### config.mk
export PLATFORM = sky130hd
export DESIGN_NAME = cosmic_spike_window_filter
export DESIGN_NICKNAME = d
export VERILOG_FILES = /design/src/rtl/cswf_pkg.sv /design/src/rtl/cswf_rsp_fifo.sv /design/src/rtl/cosmic_spike_window_filter.sv
export SDC_FILE = /design/constraint.sdc
export NUM_CORES = 2
export LEC_CHECK = 0
export BUFFER_PORTS_ARGS = -buffer_cell sky130_fd_sc_hd__buf_2
export CAP_MARGIN = 10
export CORE_MARGIN = 8
export CORE_UTILIZATION = 45
export CTS_BUF_LIST = sky130_fd_sc_hd__clkbuf_4 sky130_fd_sc_hd__clkbuf_8
export DETAILED_ROUTE_END_ITERATION = 8
export PLACE_DENSITY = 0.72
export SETUP_SLACK_MARGIN = 0.05
export SLEW_MARGIN = 20
export SYNTH_ARGS = -nofsm -noshare
export SYNTH_HDL_FRONTEND = slang
export SYNTH_SLANG_ARGS = --single-unit
### constraint.sdc
create_clock -name clock -period 9.3 [get_ports clock]
set_clock_uncertainty 0.2 [all_clocks]
set_input_delay 0.93 -clock clock [delete_from_list [all_inputs] [get_ports clock]]
set_output_delay 0.93 -clock clock [all_outputs]
set_load 0.02 [all_outputs]
### src/rtl/cswf_pkg.sv
// Shared types, constants and helpers for the cosmic spike window filter.
`timescale 1ns / 1ps

package cswf_pkg;

   localparam int SAMPLE_W    = 24;
   localparam int WIN_LEN     = 7;
   localparam int FILL_W      = 3;
   localparam int MAX_RESULTS = 7;
   localparam int RES_CNT_W   = 3;

   localparam int OFFSET_W = 23;
   localparam int RATIO_W  = 8;
   localparam int CSR_W    = 23;
   localparam int CSR_IDX_W = 1;

   localparam logic [CSR_IDX_W-1:0] CSR_SPIKE_OFFSET = 1'b0;
   localparam logic [CSR_IDX_W-1:0] CSR_SPIKE_RATIO  = 1'b1;

   localparam logic [OFFSET_W-1:0] OFFSET_RESET = 23'd5000;
   localparam logic [RATIO_W-1:0]  RATIO_RESET  = 8'd80;

   // threshold widths: median + offset, and ratio * median
   localparam int ADD_W = SAMPLE_W + 2;
   localparam int MUL_W = SAMPLE_W + RATIO_W + 1;

   localparam int FIFO_DEPTH = 16;
   localparam int PTR_W      = 4;
   localparam int CNT_W      = 5;
   localparam int RSV_W      = 6;

   typedef logic signed [SAMPLE_W-1:0] sample_type;

   typedef struct packed {
      logic       last;
      sample_type value;
   } rsp_item_type;

   // what one accepted sample asks the back end to emit
   typedef struct packed {
      logic                 short_v;  // short vector: dump held samples raw
      logic [FILL_W-1:0]    short_n;  // number of held samples in that case
      logic                 head;     // first window: three head samples
      logic                 centre;   // one filtered centre sample
      logic                 tail;     // end of vector: three tail samples
   } op_type;

   function automatic logic [RES_CNT_W-1:0] op_count(input op_type op);
      logic [RES_CNT_W-1:0] n;
      n = '0;
      if (op.short_v) begin
         n = op.short_n;
      end else if (op.head) begin
         n = op.tail ? RES_CNT_W'(7) : RES_CNT_W'(4);
      end else if (op.centre) begin
         n = op.tail ? RES_CNT_W'(4) : RES_CNT_W'(1);
      end
      return n;
   endfunction

endpackage

### src/rtl/cswf_rsp_fifo.sv
// Result queue: takes up to seven items per cycle, hands out one per transfer.
`timescale 1ns / 1ps

module cswf_rsp_fifo
   import cswf_pkg::*;
(
   input  logic                 clock,
   input  logic                 reset,
   input  logic [RES_CNT_W-1:0] push_cnt,
   input  rsp_item_type         push_items [MAX_RESULTS],
   input  logic                 pop,
   output rsp_item_type         head_item,
   output logic [CNT_W-1:0]     count
);

   rsp_item_type     mem_ff [FIFO_DEPTH];
   logic [PTR_W-1:0] wr_ptr_ff, wr_ptr_in;
   logic [PTR_W-1:0] rd_ptr_ff, rd_ptr_in;
   logic [CNT_W-1:0] count_ff, count_in;

   always_comb begin
      wr_ptr_in = wr_ptr_ff + PTR_W'(push_cnt);
      rd_ptr_in = rd_ptr_ff + PTR_W'(pop);
      count_in  = count_ff + CNT_W'(push_cnt) - CNT_W'(pop);
   end

   always_ff @(posedge clock) begin
      if (reset) begin
         wr_ptr_ff <= '0;
         rd_ptr_ff <= '0;
         count_ff  <= '0;
      end else begin
         wr_ptr_ff <= wr_ptr_in;
         rd_ptr_ff <= rd_ptr_in;
         count_ff  <= count_in;
      end
   end

   // each entry takes the pushed item whose slot lands on it
   always_ff @(posedge clock) begin
      for (int j = 0; j < FIFO_DEPTH; j++) begin
         logic [PTR_W-1:0] ofs;
         ofs = PTR_W'(j) - wr_ptr_ff;
         if (ofs < PTR_W'(push_cnt)) begin
            mem_ff[j] <= push_items[ofs[RES_CNT_W-1:0]];
         end
      end
   end

   assign head_item = mem_ff[rd_ptr_ff];
   assign count     = count_ff;

endmodule

### src/rtl/cosmic_spike_window_filter.sv
// Top level of the cosmic spike window filter.
`timescale 1ns / 1ps
//
// Removes single-sample spikes from a stream of signed vectors.
// req_*: one sample per transfer, req_tlast on the final sample of a vector.
// rsp_*: the filtered vector in original order, rsp_tlast on its final sample.
// csr_*: write-only registers, index 0 spike_offset, index 1 spike_ratio
//   (unsigned, 4 fraction bits); write only while no vector is in flight.
// A sample is a spike when it exceeds m + offset or ratio * m: m is the left
// median for head samples, the right one for tail samples, and their max for
// the centre. Output runs three samples behind input: a vector emits its
// first four results on its 7th sample, then one per sample, and the last
// three with its final sample. Vectors shorter than 7 samples come out
// unchanged when their last sample arrives. Results of an accepted sample
// pass the window, median and threshold stages and the result queue before
// they are offered. Throughput: one sample per cycle sustained while the
// receiver keeps up. req_tready is taken from the 16-entry result queue: it
// stays high while the queue plus in-flight results leave room for seven more.
// When the receiver stalls the queue fills and req_tready drops; nothing is
// lost. Reset empties the queue and pipeline, clears the fill count and
// restores the register defaults (offset 5000, ratio 5.0).
//
module cosmic_spike_window_filter
   import cswf_pkg::*;
(
   input  logic                 clock,
   input  logic                 reset,
   input  logic                 req_tvalid,
   output logic                 req_tready,
   input  logic [23:0]          req_tdata,   // [23:0] sample
   input  logic                 req_tlast,   // last_in
   output logic                 rsp_tvalid,
   input  logic                 rsp_tready,
   output logic [23:0]          rsp_tdata,   // [23:0] filtered
   output logic                 rsp_tlast,   // last_out
   input  logic                 csr_we,
   input  logic [CSR_IDX_W-1:0] csr_index,
   input  logic [CSR_W-1:0]     csr_wdata
);

   // ---------------- helpers
   function automatic sample_type med3(input sample_type a, input sample_type b,
                                      input sample_type c);
      sample_type lo, hi, m;
      lo = (a < b) ? a : b;
      hi = (a < b) ? b : a;
      m  = (hi < c) ? hi : c;
      return (lo > m) ? lo : m;
   endfunction

   function automatic logic is_spike(input sample_type v,
                                     input logic signed [ADD_W-1:0] thr_add,
                                     input logic signed [MUL_W-1:0] thr_mul);
      logic signed [MUL_W-1:0] v16;
      v16 = MUL_W'(v) <<< 4;
      return (ADD_W'(v) > thr_add) || (v16 > thr_mul);
   endfunction

   // ---------------- configuration
   logic [OFFSET_W-1:0] offset_ff;
   logic [RATIO_W-1:0]  ratio_ff;

   always_ff @(posedge clock) begin
      if (reset) begin
         offset_ff <= OFFSET_RESET;
         ratio_ff  <= RATIO_RESET;
      end else if (csr_we) begin
         case (csr_index)
            CSR_SPIKE_OFFSET: offset_ff <= csr_wdata[OFFSET_W-1:0];
            CSR_SPIKE_RATIO:  ratio_ff  <= csr_wdata[RATIO_W-1:0];
            default: ;
         endcase
      end
   end

   // ---------------- admission
   logic             accept;
   logic [CNT_W-1:0] fifo_count;
   op_type           s1_op_ff, s2_op_ff, s3_op_ff;
   logic [RSV_W-1:0] reserved;

   // worst case for the next sample is a full burst of seven
   assign reserved = RSV_W'(fifo_count) + RSV_W'(op_count(s1_op_ff))
                   + RSV_W'(op_count(s2_op_ff)) + RSV_W'(op_count(s3_op_ff))
                   + RSV_W'(MAX_RESULTS);
   assign req_tready = (reserved <= RSV_W'(FIFO_DEPTH));
   assign accept     = req_tvalid && req_tready;

   // ---------------- stage 1: window and fill count
   sample_type        window_ff [WIN_LEN];
   logic [FILL_W-1:0] fill_ff, fill_in;
   logic [FILL_W-1:0] fill_nxt;
   op_type            op_in;
   sample_type        sample;

   assign sample   = req_tdata[SAMPLE_W-1:0];
   assign fill_nxt = fill_ff + FILL_W'(1);

   always_comb begin
      op_in   = '0;
      fill_in = fill_ff;
      if (accept) begin
         if (fill_ff == FILL_W'(WIN_LEN)) begin
            op_in.centre = 1'b1;
            op_in.tail   = req_tlast;
            fill_in      = req_tlast ? '0 : fill_ff;
         end else if (fill_nxt == FILL_W'(WIN_LEN)) begin
            op_in.head   = 1'b1;
            op_in.centre = 1'b1;
            op_in.tail   = req_tlast;
            fill_in      = req_tlast ? '0 : fill_nxt;
         end else begin
            op_in.short_v = req_tlast;
            op_in.short_n = fill_nxt;
            fill_in       = req_tlast ? '0 : fill_nxt;
         end
      end
   end

   always_ff @(posedge clock) begin
      if (reset) begin
         fill_ff  <= '0;
         s1_op_ff <= '0;
      end else begin
         fill_ff  <= fill_in;
         s1_op_ff <= op_in;
      end
   end

   // window contents are always written before they are read
   always_ff @(posedge clock) begin
      if (accept) begin
         if (fill_ff == FILL_W'(WIN_LEN)) begin
            for (int i = 0; i < WIN_LEN - 1; i++) begin
               window_ff[i] <= window_ff[i+1];
            end
            window_ff[WIN_LEN-1] <= sample;
         end else begin
            window_ff[fill_ff] <= sample;
         end
      end
   end

   // ---------------- stage 2: neighbor medians
   sample_type s2_win_ff [WIN_LEN];
   sample_type s2_l_ff, s2_r_ff, s2_m_ff;
   sample_type l_in, r_in;

   assign l_in = med3(window_ff[0], window_ff[1], window_ff[2]);
   assign r_in = med3(window_ff[4], window_ff[5], window_ff[6]);

   always_ff @(posedge clock) begin
      if (reset) begin
         s2_op_ff <= '0;
      end else begin
         s2_op_ff <= s1_op_ff;
      end
   end

   always_ff @(posedge clock) begin
      s2_win_ff <= window_ff;
      s2_l_ff   <= l_in;
      s2_r_ff   <= r_in;
      s2_m_ff   <= (l_in > r_in) ? l_in : r_in;
   end

   // ---------------- stage 3: thresholds and replacement value
   sample_type              s3_win_ff [WIN_LEN];
   sample_type              s3_l_ff, s3_r_ff, s3_avg_ff;
   logic signed [ADD_W-1:0] s3_add_l_ff, s3_add_r_ff, s3_add_m_ff;
   logic signed [MUL_W-1:0] s3_mul_l_ff, s3_mul_r_ff, s3_mul_m_ff;
   logic signed [ADD_W-1:0] offset_s;
   logic signed [RATIO_W:0] ratio_s;
   logic signed [SAMPLE_W:0] pair_sum;

   assign offset_s = $signed(ADD_W'(offset_ff));
   assign ratio_s  = $signed({1'b0, ratio_ff});
   assign pair_sum = (SAMPLE_W+1)'(s2_l_ff) + (SAMPLE_W+1)'(s2_r_ff);

   always_ff @(posedge clock) begin
      if (reset) begin
         s3_op_ff <= '0;
      end else begin
         s3_op_ff <= s2_op_ff;
      end
   end

   always_ff @(posedge clock) begin
      s3_win_ff   <= s2_win_ff;
      s3_l_ff     <= s2_l_ff;
      s3_r_ff     <= s2_r_ff;
      s3_avg_ff   <= pair_sum[SAMPLE_W:1];  // floor of the half sum
      s3_add_l_ff <= ADD_W'(s2_l_ff) + offset_s;
      s3_add_r_ff <= ADD_W'(s2_r_ff) + offset_s;
      s3_add_m_ff <= ADD_W'(s2_m_ff) + offset_s;
      s3_mul_l_ff <= MUL_W'(ratio_s) * MUL_W'(s2_l_ff);
      s3_mul_r_ff <= MUL_W'(ratio_s) * MUL_W'(s2_r_ff);
      s3_mul_m_ff <= MUL_W'(ratio_s) * MUL_W'(s2_m_ff);
   end

   // ---------------- stage 4: spike tests, result slots
   rsp_item_type         push_items [MAX_RESULTS];
   logic [RES_CNT_W-1:0] push_cnt;
   rsp_item_type         head_v [3];
   rsp_item_type         tail_v [3];
   rsp_item_type         centre_v;

   always_comb begin
      for (int i = 0; i < 3; i++) begin
         head_v[i].last  = 1'b0;
         head_v[i].value = is_spike(s3_win_ff[i], s3_add_l_ff, s3_mul_l_ff)
                         ? s3_l_ff : s3_win_ff[i];
         tail_v[i].last  = (i == 2);
         tail_v[i].value = is_spike(s3_win_ff[i+4], s3_add_r_ff, s3_mul_r_ff)
                         ? s3_r_ff : s3_win_ff[i+4];
      end
      centre_v.last  = 1'b0;
      centre_v.value = is_spike(s3_win_ff[3], s3_add_m_ff, s3_mul_m_ff)
                     ? s3_avg_ff : s3_win_ff[3];
   end

   always_comb begin
      for (int i = 0; i < MAX_RESULTS; i++) begin
         push_items[i] = '0;
      end
      if (s3_op_ff.short_v) begin
         for (int i = 0; i < MAX_RESULTS; i++) begin
            push_items[i].value = s3_win_ff[i];
            push_items[i].last  = (FILL_W'(i + 1) == s3_op_ff.short_n);
         end
      end else if (s3_op_ff.head) begin
         for (int i = 0; i < 3; i++) begin
            push_items[i]   = head_v[i];
            push_items[i+4] = tail_v[i];
         end
         push_items[3] = centre_v;
      end else begin
         push_items[0] = centre_v;
         for (int i = 0; i < 3; i++) begin
            push_items[i+1] = tail_v[i];
         end
      end
      push_cnt = op_count(s3_op_ff);
   end

   // ---------------- result queue
   rsp_item_type head_item;

   cswf_rsp_fifo u_rsp_fifo (
      .clock      (clock),
      .reset      (reset),
      .push_cnt   (push_cnt),
      .push_items (push_items),
      .pop        (rsp_tvalid && rsp_tready),
      .head_item  (head_item),
      .count      (fifo_count)
   );

   assign rsp_tvalid = (fifo_count != '0);
   assign rsp_tdata  = head_item.value;
   assign rsp_tlast  = head_item.last;

endmodule

## Yosys cells after proc, flatten, opt, wreduce, memory -nomap -nowiden

Memories as Yosys holds them, arrays and structs flattened. A register that Yosys moved wholly into a read port is not among the register bits.
Cells that the tools add are included.

- Register bits: 890
- Latch bits: 0
- Memory bits (writable): 400
- ROM bits: 0
- Bits of input ports: 54
- Output and inout bits: 27
- Word-level logic and storage cells: 341
- Memories kept: 1

Memory list:

| name | depth | bits a word | rd ports | clocked after Yosys merged registers in | wr ports | RTL line | source |
|---|---|---|---|---|---|---|---|
| u_rsp_fifo.mem_ff | 16 | 25 | 1 | 1 | 9 | cswf_rsp_fifo.sv:16 | `rsp_item_type mem_ff [FIFO_DEPTH];` |

- Add/subtract/negate cells: 29
- $mul: 3
- Divide/modulo/power cells: 0
- Magnitude comparators: 56
- Equal/unequal tests: 10
- Shift operators: 0
- Mux-type cells: 145
- Bitwise gates (word level): 19
- Reductions and logical operators: 24

Operators with widths:

| cell | count |
|---|---|
| $bmux 25 s3 | 16 |
| $mux 25 | 39 |
| $mux 24 | 17 |
| $gt 28x33->1 | 7 |
| $gt 24x25->1 | 7 |
| $mux 175 | 1 |
| $reduce_or 25->1 | 7 |
| $bwmux 168 | 1 |
| $mux 168 | 1 |
| $add 24x24->25 | 4 |
| $mul 9x24->33 | 3 |
| $mux 99 | 1 |
| $lt 24x24->1 | 4 |
| $mux 74 | 1 |
| $demux 24 s3 | 1 |
| $gt 24x24->1 | 3 |
| $ge 4x4->1 const B | 17 |
| $not 3->4 | 17 |
| $lt 4x3->1 | 16 |
| $mux 3 | 16 |
| $mux 1 | 39 |
| $mux 4 | 8 |
| $sub 4x4->4 const A | 8 |
| $sub 3x4->4 const A | 4 |
| other kinds (26) | 48 |

## Logic depth before layout (Yosys ltp)

- Depth in word-level cells: 12
- Mapped depth: 52
- Mapped depth without buffers: 47

## Modules after synthesis

A second synthesis with hierarchy kept.

- Cells, all modules: 8,941
- Area, all modules: 90,380.4 um^2

By module, submodules not included:

| module | instances | cells each | area each (um^2) | sequential area each (um^2) |
|---|---|---|---|---|
| cosmic_spike_window_filter | 1 | 7,342 | 67,277.0 | 19,238.5 |
| cswf_rsp_fifo | 1 | 1,599 | 23,103.4 | 12,271.8 |

## Worst setup path before layout

OpenSTA, ideal clock, no wires.

- Kind: register to register
- Start: register window_ff[143] (netlist bit)
- End: register s2_m_ff[0]
- Setup time: 0.072 ns
- Data arrival time: 9.498 ns
- Data required time: 9.028 ns
- Path slack: -0.470 ns
- Stages on the path, launching flop included: 51
- Buffers on the path: 7
- Clock period less this slack: 9.770 ns
- Cells stage by stage: edfxtp_1 inv_1 ha_1 buf_2 nand4_1 a211oi_1 a211o_1 or3_1 o21ai_1 o21ai_1 clkbuf_1 nand2_1 o21ai_0 ha_1 a21o_1 a21o_1 a21o_1 a21o_1 [15 not listed] nor2_1 clkbuf_1 clkbuf_1 clkbuf_1 a21oi_1 ha_1 a21o_1 a21o_1 a21o_1 a21o_1 a21o_1 a21oi_1 a2bb2oi_1 nand3_1 mux2i_1 a21oi_1 clkbuf_1 mux2i_1

- Word-level cells in the longest chain between the ends: 8
- Elaborated cells on any way between the ends: 9
- Classes of those cells: order compare (4); mux (5)

RTL lines:

| item | RTL line | source |
|---|---|---|
| from (decl) | cosmic_spike_window_filter.sv:90 | `sample_type window_ff [WIN_LEN];` |
| from (signal, indexed assignment) | cosmic_spike_window_filter.sv:135 | `window_ff[i] <= window_ff[i+1];` |
| from (signal, indexed assignment) | cosmic_spike_window_filter.sv:137 | `window_ff[WIN_LEN-1] <= sample;` |
| from (signal, indexed assignment) | cosmic_spike_window_filter.sv:139 | `window_ff[fill_ff] <= sample;` |
| $lt 24x24->1 | cosmic_spike_window_filter.sv:45, cosmic_spike_window_filter.sv:46 |  |
| $mux 24 | cosmic_spike_window_filter.sv:46 | `hi = (a < b) ? b : a;` |
| $lt 24x24->1 | cosmic_spike_window_filter.sv:47 | `m = (hi < c) ? hi : c;` |
| $mux 24 | cosmic_spike_window_filter.sv:47 |  |
| $gt 24x24->1 | cosmic_spike_window_filter.sv:48 | `return (lo > m) ? lo : m;` |
| $mux 24 * | cosmic_spike_window_filter.sv:48 |  |
| named net l_in[9] | cosmic_spike_window_filter.sv:147 | `sample_type l_in, r_in;` |
| $gt 24x24->1 * | cosmic_spike_window_filter.sv:164 | `s2_m_ff <= (l_in > r_in) ? l_in : r_in;` |
| $mux 24 * | cosmic_spike_window_filter.sv:164 |  |
| to (signal assigned) | cosmic_spike_window_filter.sv:164 |  |
| to (decl) | cosmic_spike_window_filter.sv:146 | `sample_type s2_l_ff, s2_r_ff, s2_m_ff;` |

Mark *: on every way through the listed nets, which the timed path passes. The rest lies on a longest branch.
A chain may end at the register's enable or synchronous reset.

## Final worst setup path

- Start: register window_ff[167] (netlist bit)
- End: register s2_m_ff[22]

Same word-level chain as after synthesis.

==> summary.txt <==
Route
  – Post-detailed-routing wire length: 332 mm
  – Remaining antenna violation count: 0
  – Drt first-iter violations: 8,921
  – Total vias in the final route: 71,772
  – Average wire per standard cell: 27.8 um
  – Detailed-routing iteration count for the pre-antenna-repair pass: 9
  – Post-detailed-route DRC marker count: 2
  – Vias per inst: 6.00

Timing
  – Worst hold slack across all endpoints: 0.0741 ns
  – Count of final hold-check violations: 0
  – Final worst-path cycle share: 103%
  – Worst path setup slack after routing: -0.275 ns
  – Slew of the pin with the lowest slew margin: 1.20 ns
  – RSZ-0062 raised after global routing: yes
  – Final Max Slew Viols: 0
  – Final period demand of the worst path: 9.57 ns
  – Worst slew margin relative to its limit: 20.0%
  – Max Clock Freq: 104 MHz
  – Setup Viol. Count Final: 24

Critical path
  – End of the critical path: s2_m_ff[22]
  – Max stage delay cell, worst path: edfxtp_1
  – Setup slack on the worst flop-to-flop path: -0.27 ns
  – Required time of the critical path: 9.94 ns
  – Depth of the most critical reg-to-reg path: 48
  – Biggest fanout along the worst timing path: 7
  – Sort of element at the end of the critical path: flip-flop
  – Top cell by count, worst path: o21a_1
  – Type of origin of the critical path: flip-flop
  – Crit path arrival time: 10.21 ns
  – Launch instance of the worst register-to-register path: window_ff[167]
  – Critical register-to-register path endpoint: s2_m_ff[22]
  – Delay of the slowest cell on the worst path: 0.44 ns
  – WS Path Type: flip-flop to flip-flop
  – Worst setup path startpoint: window_ff[167]

Floorplanning
  – Die Span Y: 461 um
  – Die span in x: 461 um
  – Initial core utilization: 45.2%
  – Core footprint: 0.197 mm^2
  – Cell row count: 163
  – Die Footprint: 0.213 mm^2
  – Ports: 81

GRT
  – Number of global-route vias before repair: 70,259
  – Maximum number of pins on one net before global-route repair: 110
  – GRT Total Usage: 30.4%
  – Wire length of the first global-routing pass: 476 mm
  – Initial antenna violation count: 41
  – Gr ovfl total: 0

Layout
  – Final standard cell utilization of the core: 51.2%
  – Net count, final: 10,535
  – Area delta synth->final: 13.2%
  – Most common cell after layout, fill and taps aside: inv_1
  – Share of final-layout standard cells stronger than drive strength 1: 14.8%
  – Highest-count cells in the layout ignoring fill and taps: inv_1, ha_1, nand2_1, dfxtp_1, nor2_1
  – Non-Filler Instances: 11,968

Clock tree
  – Total clock buffers created by CTS: 208
  – Root buffer selected by CTS: clkbuf_8
  – Number of levels in the clock H-tree: 4
  – Buffer depth of the longest clock path: 3
  – Count of clock tree sinks: 1,290
  – Clock insertion delay at the later pin of the skew report: 1.04 ns
  – TritonCTS clock tree: built
  – Clock-pin slew on the worst setup and hold paths: 0.06 ns

Synth
  – Asr flop ratio synth: 0%
  – Combined area of all synthesized cells: 0.0892 mm^2
  – Mean instance size in the synthesized netlist: 10.2 um^2
  – Number of synthesized register bits: 1,290
  – Synth warn: 0
  – Total nets after synthesis: 10,163
  – Distinct cells, synth: 90
  – Sequential area share after synthesis: 35.3%
  – Prevailing post-synth register cell: dfxtp_1
  – Number of enable flip-flop cells after synthesis: 568
  – Post-Synthesis Cells: 8,769

Power and ir drop
  – Lkg Pwr: 45.2 nW
  – Total power: 29.7 mW
  – Highest ir drop seen on vdd: 0.494 mV
  – Pwr Density: 294 mW/mm^2

Placed design
  – GP Congestion: 1.05
  – Number of buffer cells added on primary ports: 80
  – Cell Count Post-Placement: 11,495
  – HPWL reported at the end of detailed placement: 255 mm

Hold path
  – Hold Path Class: primary input to flip-flop

Status
  – Outcome: finished with violations
  – Violations in the final reports: design-rule violations, negative setup slack

Job
  – Count of maximum capacitance violations: 0
[power breakdown]
group	switching [mW]	internal, mW	leakage, nW
sequential	0.880	6.83	11.4
combinational	8.92	7.42	31.2
clock	2.50	3.16	2.53
[state kept, by name, indices dropped and copies added, names as in the netlist, 24 cells and up]
| signal | cells |
|---|---|
| s3_mul_m_ff | 33 |
| s3_win_ff | 168 |
| s2_r_ff | 24 |
| s3_mul_r_ff | 33 |
| window_ff | 168 |
| s2_m_ff | 24 |
| s2_l_ff | 24 |
| s3_avg_ff | 24 |
| s3_r_ff | 24 |
| s3_add_r_ff | 25 |
| s3_add_m_ff | 25 |
| s3_add_l_ff | 25 |
| s2_win_ff | 168 |
| s3_l_ff | 24 |
| u_rsp_fifo.mem_ff | 400 |
| s3_mul_l_ff | 33 |
[worst min-delay path by stage]
stage	end	startpoint	slack (ns)	depth (start not counted)
5_1_grt	window_ff[15]	req_tdata[15]	0.05	2
6_report	window_ff[13]	req_tdata[13]	0.07	2
3_3_place_gp	s3_win_ff[28]	s2_win_ff[28]	0.11	0
4_1_cts	window_ff[13]	req_tdata[13]	0.007	2
2_1_floorplan	s3_win_ff[0]	s2_win_ff[0]	0.11	0
3_5_place_dp	s3_win_ff[54]	s2_win_ff[54]	0.11	0
[area by class of cell]
cell class                 count  area [um^2]
fill                       17315        96300
multi-input combinational   6073        53200
sequential                  1290        31600
timing repair buffer         536         4220
inverter                    1032         3880
clock buffer                 290         3670
tap                         2640         3300
clock inverter                96         1130
antenna                       11         27.5
[through the flow]
step,area [um^2],setup WS (ns),setup TNS (ns)
global placement,94700,-0.141,-2.96
finish,101000,-0.275,-5.49
detailed placement,94700,-0.314,-6.77
floorplan,89200,0.0550,0
CTS,100000,0.000535,0
global route,101000,-0.557,-12.57
[critical path, delay by kind of cell (launching register included)]
family / cells / cell delay (ns)
compound gates: 22 / 3.83
xor+xnor: 2 / 0.33
fa+ha+maj: 4 / 1.16
buf+inv: 8 / 1.36
flops: 1 / 0.44
mux: 2 / 0.38
simple gates: 10 / 1.67
[repair_timing]
action                                 4_1_cts  5_1_grt
buffers inserted                            21       15
gates cloned                                 5        4
hold buffers                                31        0
endpoints found under the hold margin       39        0
gates resized for setup                     86       72
pin swaps                                   25       30
setup endpoints to repair                   24       24
[logic make-up (layout without fill, tap and decap cells)]
logic type,count (synthesis),count (layout),synth area share (%)
AOI/OAI and AO/OA,1526,1527,11.1
xor gates and xnor gates,179,179,1.78
adders and majority gates,1340,1340,22.7
buffers and inverters,1408,1954,6.00
DFF,1290,1290,35.3
muxes,662,662,10.7
other,0,11,0
and+or+nand+nor,2364,2365,12.4
[synthesized netlist by cell type (19+ instances only)]
library cell  number  area (um^2)
inv_1           1028         3860
ha_1             878        11000
nand2_1          743         2790
dfxtp_1          722        14500
nor2_1           665         2500
edfxtp_1         568        17100
fa_1             462         9250
a21oi_1          437         2190
and2_1           375         2350
mux2i_1          347         3470
clkbuf_1         302         1130
o21ai_0          289         1450
mux4_2           221         4980
a21o_1           161         1210
xnor2_1          125         1090
nor2b_1          119          744
nor3_1           114          571
o221ai_1         104          911
nand4_1           98          613
mux2_2            94         1060
nand3_1           92          460
o22ai_1           81          507
xor2_1            53          464
o21a_1            49          368
a211oi_1          45          338
buf_1             45          169
and3_1            39          244
a2111oi_0         36          315
nand2b_1          32          200
o21bai_1          32          240
o21ai_1           31          155
a22oi_1           27          203
o32a_1            27          270
a22o_1            25          219
o32ai_1           24          210
a31oi_1           23          144
or3_1             22          138
buf_2             21          105
o211ai_1          20          150
nor4_1            19          119
[layer usage]
layer / track usage, % / wire (um)
met2: 46.9 / 144000
met3: 7.61 / 35900
met4: 19.5 / 26800
met1: 38.2 / 126000
met5: 0 / 74
Note: power is estimated with default switching activity, not from simulation.
